### src/sv/mcbs_pkg.sv
// Package with shared widths, types and the format class decode for the mip chain sizer.
package mcbs_pkg;

  localparam int unsigned EXT_W       = 15;  // width and height field width
  localparam int unsigned DEP_W       = 12;  // depth field width
  localparam int unsigned CLS_W       = 4;   // format class field width
  localparam int unsigned CNT_IN_W    = 4;   // level count field width
  localparam int unsigned TOT_W       = 38;  // total byte count width
  localparam int unsigned PX_W        = 5;   // bytes per pixel or per block
  localparam int unsigned P1_W        = 2 * EXT_W;
  localparam int unsigned P2_W        = P1_W + PX_W;
  localparam int unsigned P3_W        = P2_W + DEP_W;

  localparam int unsigned MAX_LEVELS_DEF  = 15;
  localparam int unsigned EXTENT_BITS_DEF = 15;

  localparam logic [CLS_W-1:0] CLS_PX0     = CLS_W'(0);
  localparam logic [CLS_W-1:0] CLS_PX1     = CLS_W'(1);
  localparam logic [CLS_W-1:0] CLS_PX2     = CLS_W'(2);
  localparam logic [CLS_W-1:0] CLS_PX3     = CLS_W'(3);
  localparam logic [CLS_W-1:0] CLS_PX4     = CLS_W'(4);
  localparam logic [CLS_W-1:0] CLS_PX8     = CLS_W'(5);
  localparam logic [CLS_W-1:0] CLS_PX16    = CLS_W'(6);
  localparam logic [CLS_W-1:0] CLS_BLOCK8  = CLS_W'(7);
  localparam logic [CLS_W-1:0] CLS_BLOCK16 = CLS_W'(8);

  typedef enum logic [1:0] {
    ST_IDLE,
    ST_RUN,
    ST_DRAIN
  } ctrl_state_e;

  typedef struct packed {
    logic load;   // take the new item into the extent registers
    logic issue;  // push the current level into the pipeline
  } dp_cmd_t;

  typedef struct packed {
    logic empty;  // no level left in flight
  } dp_sts_t;

  // Bytes per element: per pixel for plain and unknown classes, per 4x4 block for the block classes.
  function automatic logic [PX_W-1:0] elem_bytes(input logic [CLS_W-1:0] cls);
    logic [PX_W-1:0] b;
    unique case (cls)
      CLS_PX0:     b = PX_W'(0);
      CLS_PX1:     b = PX_W'(1);
      CLS_PX2:     b = PX_W'(2);
      CLS_PX3:     b = PX_W'(3);
      CLS_PX4:     b = PX_W'(4);
      CLS_PX8:     b = PX_W'(8);
      CLS_PX16:    b = PX_W'(16);
      CLS_BLOCK8:  b = PX_W'(8);
      CLS_BLOCK16: b = PX_W'(16);
      default:     b = PX_W'(4);
    endcase
    return b;
  endfunction

  function automatic logic is_block(input logic [CLS_W-1:0] cls);
    return (cls == CLS_BLOCK8) || (cls == CLS_BLOCK16);
  endfunction

endpackage

### src/sv/mcbs_datapath.sv
// Datapath: extent registers, three-stage multiply pipeline and saturating accumulator.
module mcbs_datapath #(
  parameter int unsigned EXTENT_BITS = mcbs_pkg::EXTENT_BITS_DEF
) (
  input  logic                              clk_i,
  input  logic                              rst_ni,
  input  mcbs_pkg::dp_cmd_t                 cmd_i,
  output mcbs_pkg::dp_sts_t                 sts_o,
  input  logic [mcbs_pkg::CLS_W-1:0]        format_class_i,
  input  logic [mcbs_pkg::EXT_W-1:0]        width_i,
  input  logic [mcbs_pkg::EXT_W-1:0]        height_i,
  input  logic [mcbs_pkg::DEP_W-1:0]        depth_i,
  output logic [mcbs_pkg::TOT_W-1:0]        total_bytes_o
);

  localparam int unsigned EW  = mcbs_pkg::EXT_W;
  localparam int unsigned DW  = mcbs_pkg::DEP_W;
  localparam int unsigned SW  = mcbs_pkg::P3_W + 1;

  logic [EW-1:0] ext_mask;
  logic [EW-1:0] w_q, w_d, h_q, h_d;
  logic [DW-1:0] d_q, d_d;
  logic [mcbs_pkg::PX_W-1:0] px_q;
  logic blk_q;

  logic [EW-1:0] ew, eh;
  logic [EW:0]   w_rnd, h_rnd;

  logic v1_q, v2_q, v3_q;
  logic [mcbs_pkg::P1_W-1:0] p1_q;
  logic [mcbs_pkg::P2_W-1:0] p2_q;
  logic [mcbs_pkg::P3_W-1:0] p3_q;
  logic [DW-1:0] d1_q, d2_q;
  logic [mcbs_pkg::TOT_W-1:0] acc_q, acc_d;
  logic [SW-1:0] sum;

  always_comb begin
    for (int i = 0; i < int'(EW); i++) begin
      ext_mask[i] = (i < int'(EXTENT_BITS));
    end
  end

  // Extents halve after every issued level but never drop below one.
  always_comb begin
    w_d = w_q;
    h_d = h_q;
    d_d = d_q;
    if (cmd_i.load) begin
      w_d = width_i & ext_mask;
      h_d = height_i & ext_mask;
      d_d = depth_i;
    end else if (cmd_i.issue) begin
      w_d = (w_q > EW'(1)) ? (w_q >> 1) : EW'(1);
      h_d = (h_q > EW'(1)) ? (h_q >> 1) : EW'(1);
      d_d = (d_q > DW'(1)) ? (d_q >> 1) : DW'(1);
    end
  end

  always_ff @(posedge clk_i) begin
    w_q <= w_d;
    h_q <= h_d;
    d_q <= d_d;
    if (cmd_i.load) begin
      px_q  <= mcbs_pkg::elem_bytes(format_class_i);
      blk_q <= mcbs_pkg::is_block(format_class_i);
    end
  end

  // Block classes count whole 4x4 blocks.
  assign w_rnd = {1'b0, w_q} + (EW + 1)'(3);
  assign h_rnd = {1'b0, h_q} + (EW + 1)'(3);
  assign ew    = blk_q ? EW'(w_rnd >> 2) : w_q;
  assign eh    = blk_q ? EW'(h_rnd >> 2) : h_q;

  always_ff @(posedge clk_i or negedge rst_ni) begin
    if (!rst_ni) begin
      v1_q <= 1'b0;
      v2_q <= 1'b0;
      v3_q <= 1'b0;
    end else begin
      v1_q <= cmd_i.issue;
      v2_q <= v1_q;
      v3_q <= v2_q;
    end
  end

  always_ff @(posedge clk_i) begin
    p1_q <= mcbs_pkg::P1_W'(ew) * mcbs_pkg::P1_W'(eh);
    d1_q <= d_q;
    p2_q <= mcbs_pkg::P2_W'(p1_q) * mcbs_pkg::P2_W'(px_q);
    d2_q <= d1_q;
    p3_q <= mcbs_pkg::P3_W'(p2_q) * mcbs_pkg::P3_W'(d2_q);
  end

  // The running total saturates; all terms are non-negative so it stays there.
  assign sum = SW'(acc_q) + SW'(p3_q);

  always_comb begin
    acc_d = acc_q;
    if (cmd_i.load) begin
      acc_d = '0;
    end else if (v3_q) begin
      if (sum > SW'({mcbs_pkg::TOT_W{1'b1}})) begin
        acc_d = {mcbs_pkg::TOT_W{1'b1}};
      end else begin
        acc_d = sum[mcbs_pkg::TOT_W-1:0];
      end
    end
  end

  always_ff @(posedge clk_i) begin
    acc_q <= acc_d;
  end

  assign sts_o.empty   = !(v1_q || v2_q || v3_q);
  assign total_bytes_o = acc_q;

endmodule

### src/sv/mcbs_ctrl.sv
// Controller: takes an item, issues one level per cycle, waits for the pipeline to drain.
module mcbs_ctrl #(
  parameter int unsigned MAX_LEVELS = mcbs_pkg::MAX_LEVELS_DEF
) (
  input  logic                           clk_i,
  input  logic                           rst_ni,
  input  logic                           start_i,
  input  logic [mcbs_pkg::CNT_IN_W-1:0]  level_count_i,
  output logic                           busy_o,
  output logic                           done_o,
  output mcbs_pkg::dp_cmd_t              cmd_o,
  input  mcbs_pkg::dp_sts_t              sts_i
);

  localparam int unsigned LVL_W = $clog2(MAX_LEVELS + 1);

  mcbs_pkg::ctrl_state_e state_q, state_d;
  logic [LVL_W-1:0] cnt_q, cnt_d;

  always_ff @(posedge clk_i or negedge rst_ni) begin
    if (!rst_ni) begin
      state_q <= mcbs_pkg::ST_IDLE;
      cnt_q   <= '0;
    end else begin
      state_q <= state_d;
      cnt_q   <= cnt_d;
    end
  end

  always_comb begin
    state_d   = state_q;
    cnt_d     = cnt_q;
    cmd_o     = '0;
    busy_o    = 1'b1;
    done_o    = 1'b0;
    unique case (state_q)
      mcbs_pkg::ST_IDLE: begin
        busy_o = 1'b0;
        if (start_i) begin
          cmd_o.load = 1'b1;
          if (int'(level_count_i) > int'(MAX_LEVELS)) begin
            cnt_d = LVL_W'(MAX_LEVELS);
          end else begin
            cnt_d = LVL_W'(level_count_i);
          end
          state_d = (level_count_i == '0) ? mcbs_pkg::ST_DRAIN : mcbs_pkg::ST_RUN;
        end
      end
      mcbs_pkg::ST_RUN: begin
        cmd_o.issue = 1'b1;
        cnt_d       = cnt_q - LVL_W'(1);
        if (cnt_q == LVL_W'(1)) begin
          state_d = mcbs_pkg::ST_DRAIN;
        end
      end
      mcbs_pkg::ST_DRAIN: begin
        if (sts_i.empty) begin
          done_o  = 1'b1;
          state_d = mcbs_pkg::ST_IDLE;
        end
      end
      default: begin
        state_d = mcbs_pkg::ST_IDLE;
      end
    endcase
  end

endmodule

### src/sv/mip_chain_byte_size.sv
// Top level of the mip chain byte size calculator.
// An item is taken when start_i is high and busy_o is low. The block then
// steps through min(level_count, MAX_LEVELS) levels, one level entering a
// three-stage multiply pipeline per cycle. When the last level has passed the
// pipeline and the accumulator, done_o is high for exactly one cycle; the
// receiver cannot stall it. The total is then on total_bytes_o and stays there
// until the next item is taken. With a level count of zero, done_o is high in
// the cycle that follows the edge that takes the item. busy_o falls the cycle
// after done_o. Totals above 2^38-1 saturate.
module mip_chain_byte_size #(
  parameter int unsigned MAX_LEVELS  = mcbs_pkg::MAX_LEVELS_DEF,
  parameter int unsigned EXTENT_BITS = mcbs_pkg::EXTENT_BITS_DEF
) (
  input  logic                           clk_i,
  input  logic                           rst_ni,
  input  logic                           start_i,
  output logic                           busy_o,
  output logic                           done_o,
  input  logic [mcbs_pkg::CLS_W-1:0]     format_class_i,
  input  logic [mcbs_pkg::EXT_W-1:0]     width_i,
  input  logic [mcbs_pkg::EXT_W-1:0]     height_i,
  input  logic [mcbs_pkg::DEP_W-1:0]     depth_i,
  input  logic [mcbs_pkg::CNT_IN_W-1:0]  level_count_i,
  output logic [mcbs_pkg::TOT_W-1:0]     total_bytes_o
);

  mcbs_pkg::dp_cmd_t cmd;
  mcbs_pkg::dp_sts_t sts;

  mcbs_ctrl #(
    .MAX_LEVELS(MAX_LEVELS)
  ) u_ctrl (
    .clk_i         (clk_i),
    .rst_ni        (rst_ni),
    .start_i       (start_i),
    .level_count_i (level_count_i),
    .busy_o        (busy_o),
    .done_o        (done_o),
    .cmd_o         (cmd),
    .sts_i         (sts)
  );

  mcbs_datapath #(
    .EXTENT_BITS(EXTENT_BITS)
  ) u_datapath (
    .clk_i          (clk_i),
    .rst_ni         (rst_ni),
    .cmd_i          (cmd),
    .sts_o          (sts),
    .format_class_i (format_class_i),
    .width_i        (width_i),
    .height_i       (height_i),
    .depth_i        (depth_i),
    .total_bytes_o  (total_bytes_o)
  );

endmodule
### config.mk
export PLATFORM = sky130hd
export DESIGN_NAME = mip_chain_byte_size
export DESIGN_NICKNAME = d
export VERILOG_FILES = /design/src/sv/mcbs_pkg.sv /design/src/sv/mcbs_datapath.sv /design/src/sv/mcbs_ctrl.sv /design/src/sv/mip_chain_byte_size.sv
export SDC_FILE = /design/constraint.sdc
export NUM_CORES = 2
export LEC_CHECK = 0
export BUFFER_PORTS_ARGS = -buffer_cell sky130_fd_sc_hd__buf_2
export CORE_ASPECT_RATIO = 1.75
export CORE_MARGIN = 1.5
export CORE_UTILIZATION = 30
export CTS_CLUSTER_SIZE = 10
export DETAILED_ROUTE_END_ITERATION = 16
export PLACE_DENSITY = 0.52
export SETUP_SLACK_MARGIN = 0.5
export SYNTH_ARGS = -nofsm -noshare
export SYNTH_HDL_FRONTEND = slang
export SYNTH_HIERARCHICAL = 1
export SYNTH_SLANG_ARGS = --single-unit
### constraint.sdc
create_clock -name clk_i -period 13.9 [get_ports clk_i]
set_input_delay 1.39 -clock clk_i [delete_from_list [all_inputs] [get_ports clk_i]]
set_output_delay 1.39 -clock clk_i [all_outputs]
set_load 0.01 [all_outputs]
==> results.json <==
{
  "grt_start_max_net_pins": 68,
  "die_h_um": 452,
  "slew_violations": 0,
  "die_area_um2": 117000,
  "slew_headroom_pct": 21.0,
  "fin_nets": 4705,
  "met3_wirelength_um": 2470,
  "yosysSeqAreaShare_pct": 14.9,
  "grt_pass1_wl_um": 146000,
  "hp-class": "flop to flop",
  "post-cts-setup-buffers": 0,
  "track_usage_pct": 15.5,
  "synthCells": 3827,
  "worstPathArrival_ps": 8880,
  "hold-path-cell-count": 0,
  "met1Wirelength_um": 32800,
  "coreArea_um2": 114000,
  "startpoint": "u_datapath/w_q[4]",
  "root_buffer": "clkbuf_16",
  "critical_path.top_delay_family": "adder cells",
  "htree_levels": 1,
  "clockBufferDepth": 3,
  "num_io_pins": 93,
  "max_slew.worst_pin.slew_ps": 1180,
  "nFillCells": 12100,
  "final_layout_size_suffix_gt1_share_pct": 6.33,
  "syn2layout_area_growth_pct": 7.86,
  "rrSetupSlack_ps": 5580,
  "critPathMaxStageDelay_ps": 550,
  "detail-route-antenna-nets": 0,
  "synth_nets": 4724,
  "drt_iter0_markers": 1083,
  "syn_area_um2": 34500,
  "synth_edf_count": 48,
  "fin_crit_sh_pct": 59.9,
  "place_hpwl_um": 73500,
  "critPathBufInv": 5,
  "overflow": 0,
  "via_count": 25900,
  "clkLatencyLatePin_ps": 630,
  "num_rows": 164,
  "top_layer": "met4",
  "cts_tree": "built",
  "dr.pass1.iters": 6,
  "hold_end": "u_datapath/d2_q[3]",
  "reg2reg_to": "u_datapath/p1_q[29]",
  "clock.fmax_ghz": 0.120,
  "ff2ff_path_depth": 28,
  "setup-violations-final": 0,
  "wl_met2_um": 50400,
  "worstSetupEndpointType": "flop",
  "worst_ep_required_time_ps": 14450,
  "tns_ps": 0,
  "status": "finished, final reports clean",
  "hold_violations": 0,
  "cp-start-kind": "flop",
  "max_cap_viol_count": 0,
  "min_period_ps": 8320,
  "die_x_um": 260,
  "cp_slowest_cell": "fa_1",
  "synthFlopType": "dfxtp_1",
  "min_from": "u_datapath/d1_q[3]",
  "clk_pin_slew_ps": 60,
  "synth_cell_types": 86,
  "ys_seq_elements": 231,
  "io_buffers": 92,
  "grt_antenna_before_repair": 0,
  "num_antenna_cells": 0,
  "async_flop_share_pct": 3.90,
  "grt_pass1_vias": 28300,
  "routed_wl_um": 89700,
  "worstSetupPathType": "flop to flop",
  "rsz0062_at_grt": "no",
  "cts_buffers": 29,
  "r2r_start": "u_datapath/w_q[4]",
  "via_per_inst": 4.87,
  "start_util_pct": 30.3,
  "drc": 0,
  "crit_fanout": 10,
  "cts_resized": 0,
  "place.gp.congestion": 0.903,
  "synth.avg_cell_area_um2": 9.03,
  "cts_sinks": 231,
  "post_drt_wl_per_cell_um": 16.9,
  "holdBufCountCts": 0,
  "cp_common_cell": "fa_1",
  "skew_ps": 49.2,
  "ys_warn_count": 6
}
registers in the layout, indices dropped and copies added, names as in the netlist:
| name | cells |
|---|---|
| u_ctrl/cnt_q | 4 |
| u_ctrl/state_q | 2 |
| u_datapath/blk_q | 1 |
| u_datapath/d1_q | 12 |
| u_datapath/d2_q | 12 |
| u_datapath/d_q | 12 |
| u_datapath/h_q | 15 |
| u_datapath/p1_q | 30 |
| u_datapath/p2_q | 35 |
| u_datapath/p3_q | 47 |
| u_datapath/px_q | 5 |
| u_datapath/total_bytes_o | 38 |
| u_datapath/v1_q | 1 |
| u_datapath/v2_q | 1 |
| u_datapath/v3_q | 1 |
| u_datapath/w_q | 15 |
per-stage QoR:
stage	util (%)	setup slack [ps]	std cells	hold slack [ps]	instance area (µm²)
after detailed placement	31.9	5610	5271	313	36400
after CTS	32.7	5590	5320	326	37300
after floorplan	-	6400	3827	310	34500
final	32.7	5580	5320	325	37300
after global placement	31.9	5620	5271	313	36400
after global routing	32.7	4980	5320	331	37300
routing by layer:
layer / vias up / GRT usage, %
met5: - / 0
met4: 0 / 6.62
met3: 193 / 1.16
met2: 475 / 31.3
met1: 13100 / 15.9
li1: 12200 / -
worst max path at each step:
stage,to,slack (ps),depth (start not counted)
after floorplan,u_datapath/p1_q[28],6400,29
after global placement,u_datapath/p1_q[29],5620,29
after detailed placement,u_datapath/p1_q[29],5610,28
after CTS,u_datapath/p1_q[29],5590,28
after global routing,u_datapath/p1_q[29],4980,28
final,u_datapath/p1_q[29],5580,28
cell usage in the layout (no fill, tap or decap), types with 14 or more instances in the layout:
cell | Yosys | routed
fa_1 | 582 | 582
buf_4 | 2 | 27
or2_2 | 16 | 16
clkbuf_1 | 152 | 14
a31oi_1 | 17 | 17
o21a_1 | 18 | 18
xor2_1 | 38 | 38
a41oi_2 | 19 | 19
edfxtp_1 | 48 | 48
inv_1 | 606 | 606
ha_1 | 262 | 262
nor2b_1 | 19 | 19
o21bai_1 | 60 | 60
clkbuf_16 | 0 | 29
nand2_1 | 505 | 505
nand4_1 | 20 | 20
nor3_1 | 35 | 35
buf_2 | 8 | 92
and3_1 | 24 | 23
xnor2_1 | 87 | 87
nor2_1 | 210 | 209
a21oi_1 | 153 | 153
and2_1 | 264 | 264
mux2_2 | 35 | 35
nand3_1 | 40 | 40
a41oi_1 | 18 | 18
o21ai_0 | 80 | 80
nand2b_1 | 26 | 26
a21o_1 | 88 | 88
dfxtp_1 | 174 | 172
cell usage after synthesis, types with 60 or more instances:
master / n / area (µm²)
nand2_1: 505 / 1900
fa_1: 582 / 11700
a21oi_1: 153 / 766
ha_1: 262 / 3280
nor2_1: 210 / 788
o21bai_1: 60 / 450
and2_1: 264 / 1650
dfxtp_1: 174 / 3480
clkbuf_1: 152 / 571
inv_1: 606 / 2270
a21o_1: 88 / 661
o21ai_0: 80 / 400
xnor2_1: 87 / 762
cell type report:
type	instances	area (µm²)	share of cell area (%)
well taps	1494	1870	5.02
flip-flops and latches	231	5150	13.8
repair buffers	119	663	1.78
clock buffers	44	792	2.13
inverters	608	2280	6.12
clock inverters	5	46.3	0.124
multi-input cells	2819	26500	71.0
worst reg2reg max path, delay by kind of cell, from the launching register on:
family | cells | cell delay (ps)
adders and majority gates | 7 | 3230
AOI/OAI and AO/OA | 10 | 2690
and+or+nand+nor | 5 | 1430
DFF | 1 | 530
buffers and inverters | 5 | 240
xor gates and xnor gates | 1 | 130
logic make-up after synthesis:
family | count (synthesis) | synth area share [%]
XOR/XNOR | 125 | 3.17
buffers and inverters | 777 | 8.59
flip-flops | 231 | 14.9
AO/OA/AOI/OAI | 582 | 11.8
adder cells (fa/ha/maj) | 844 | 43.2
AND/OR/NAND/NOR | 1223 | 16.9
multiplexers | 45 | 1.43
Power is not shown: default switching activity piles up to over one toggle a cycle in this logic, so the estimate is an artifact.
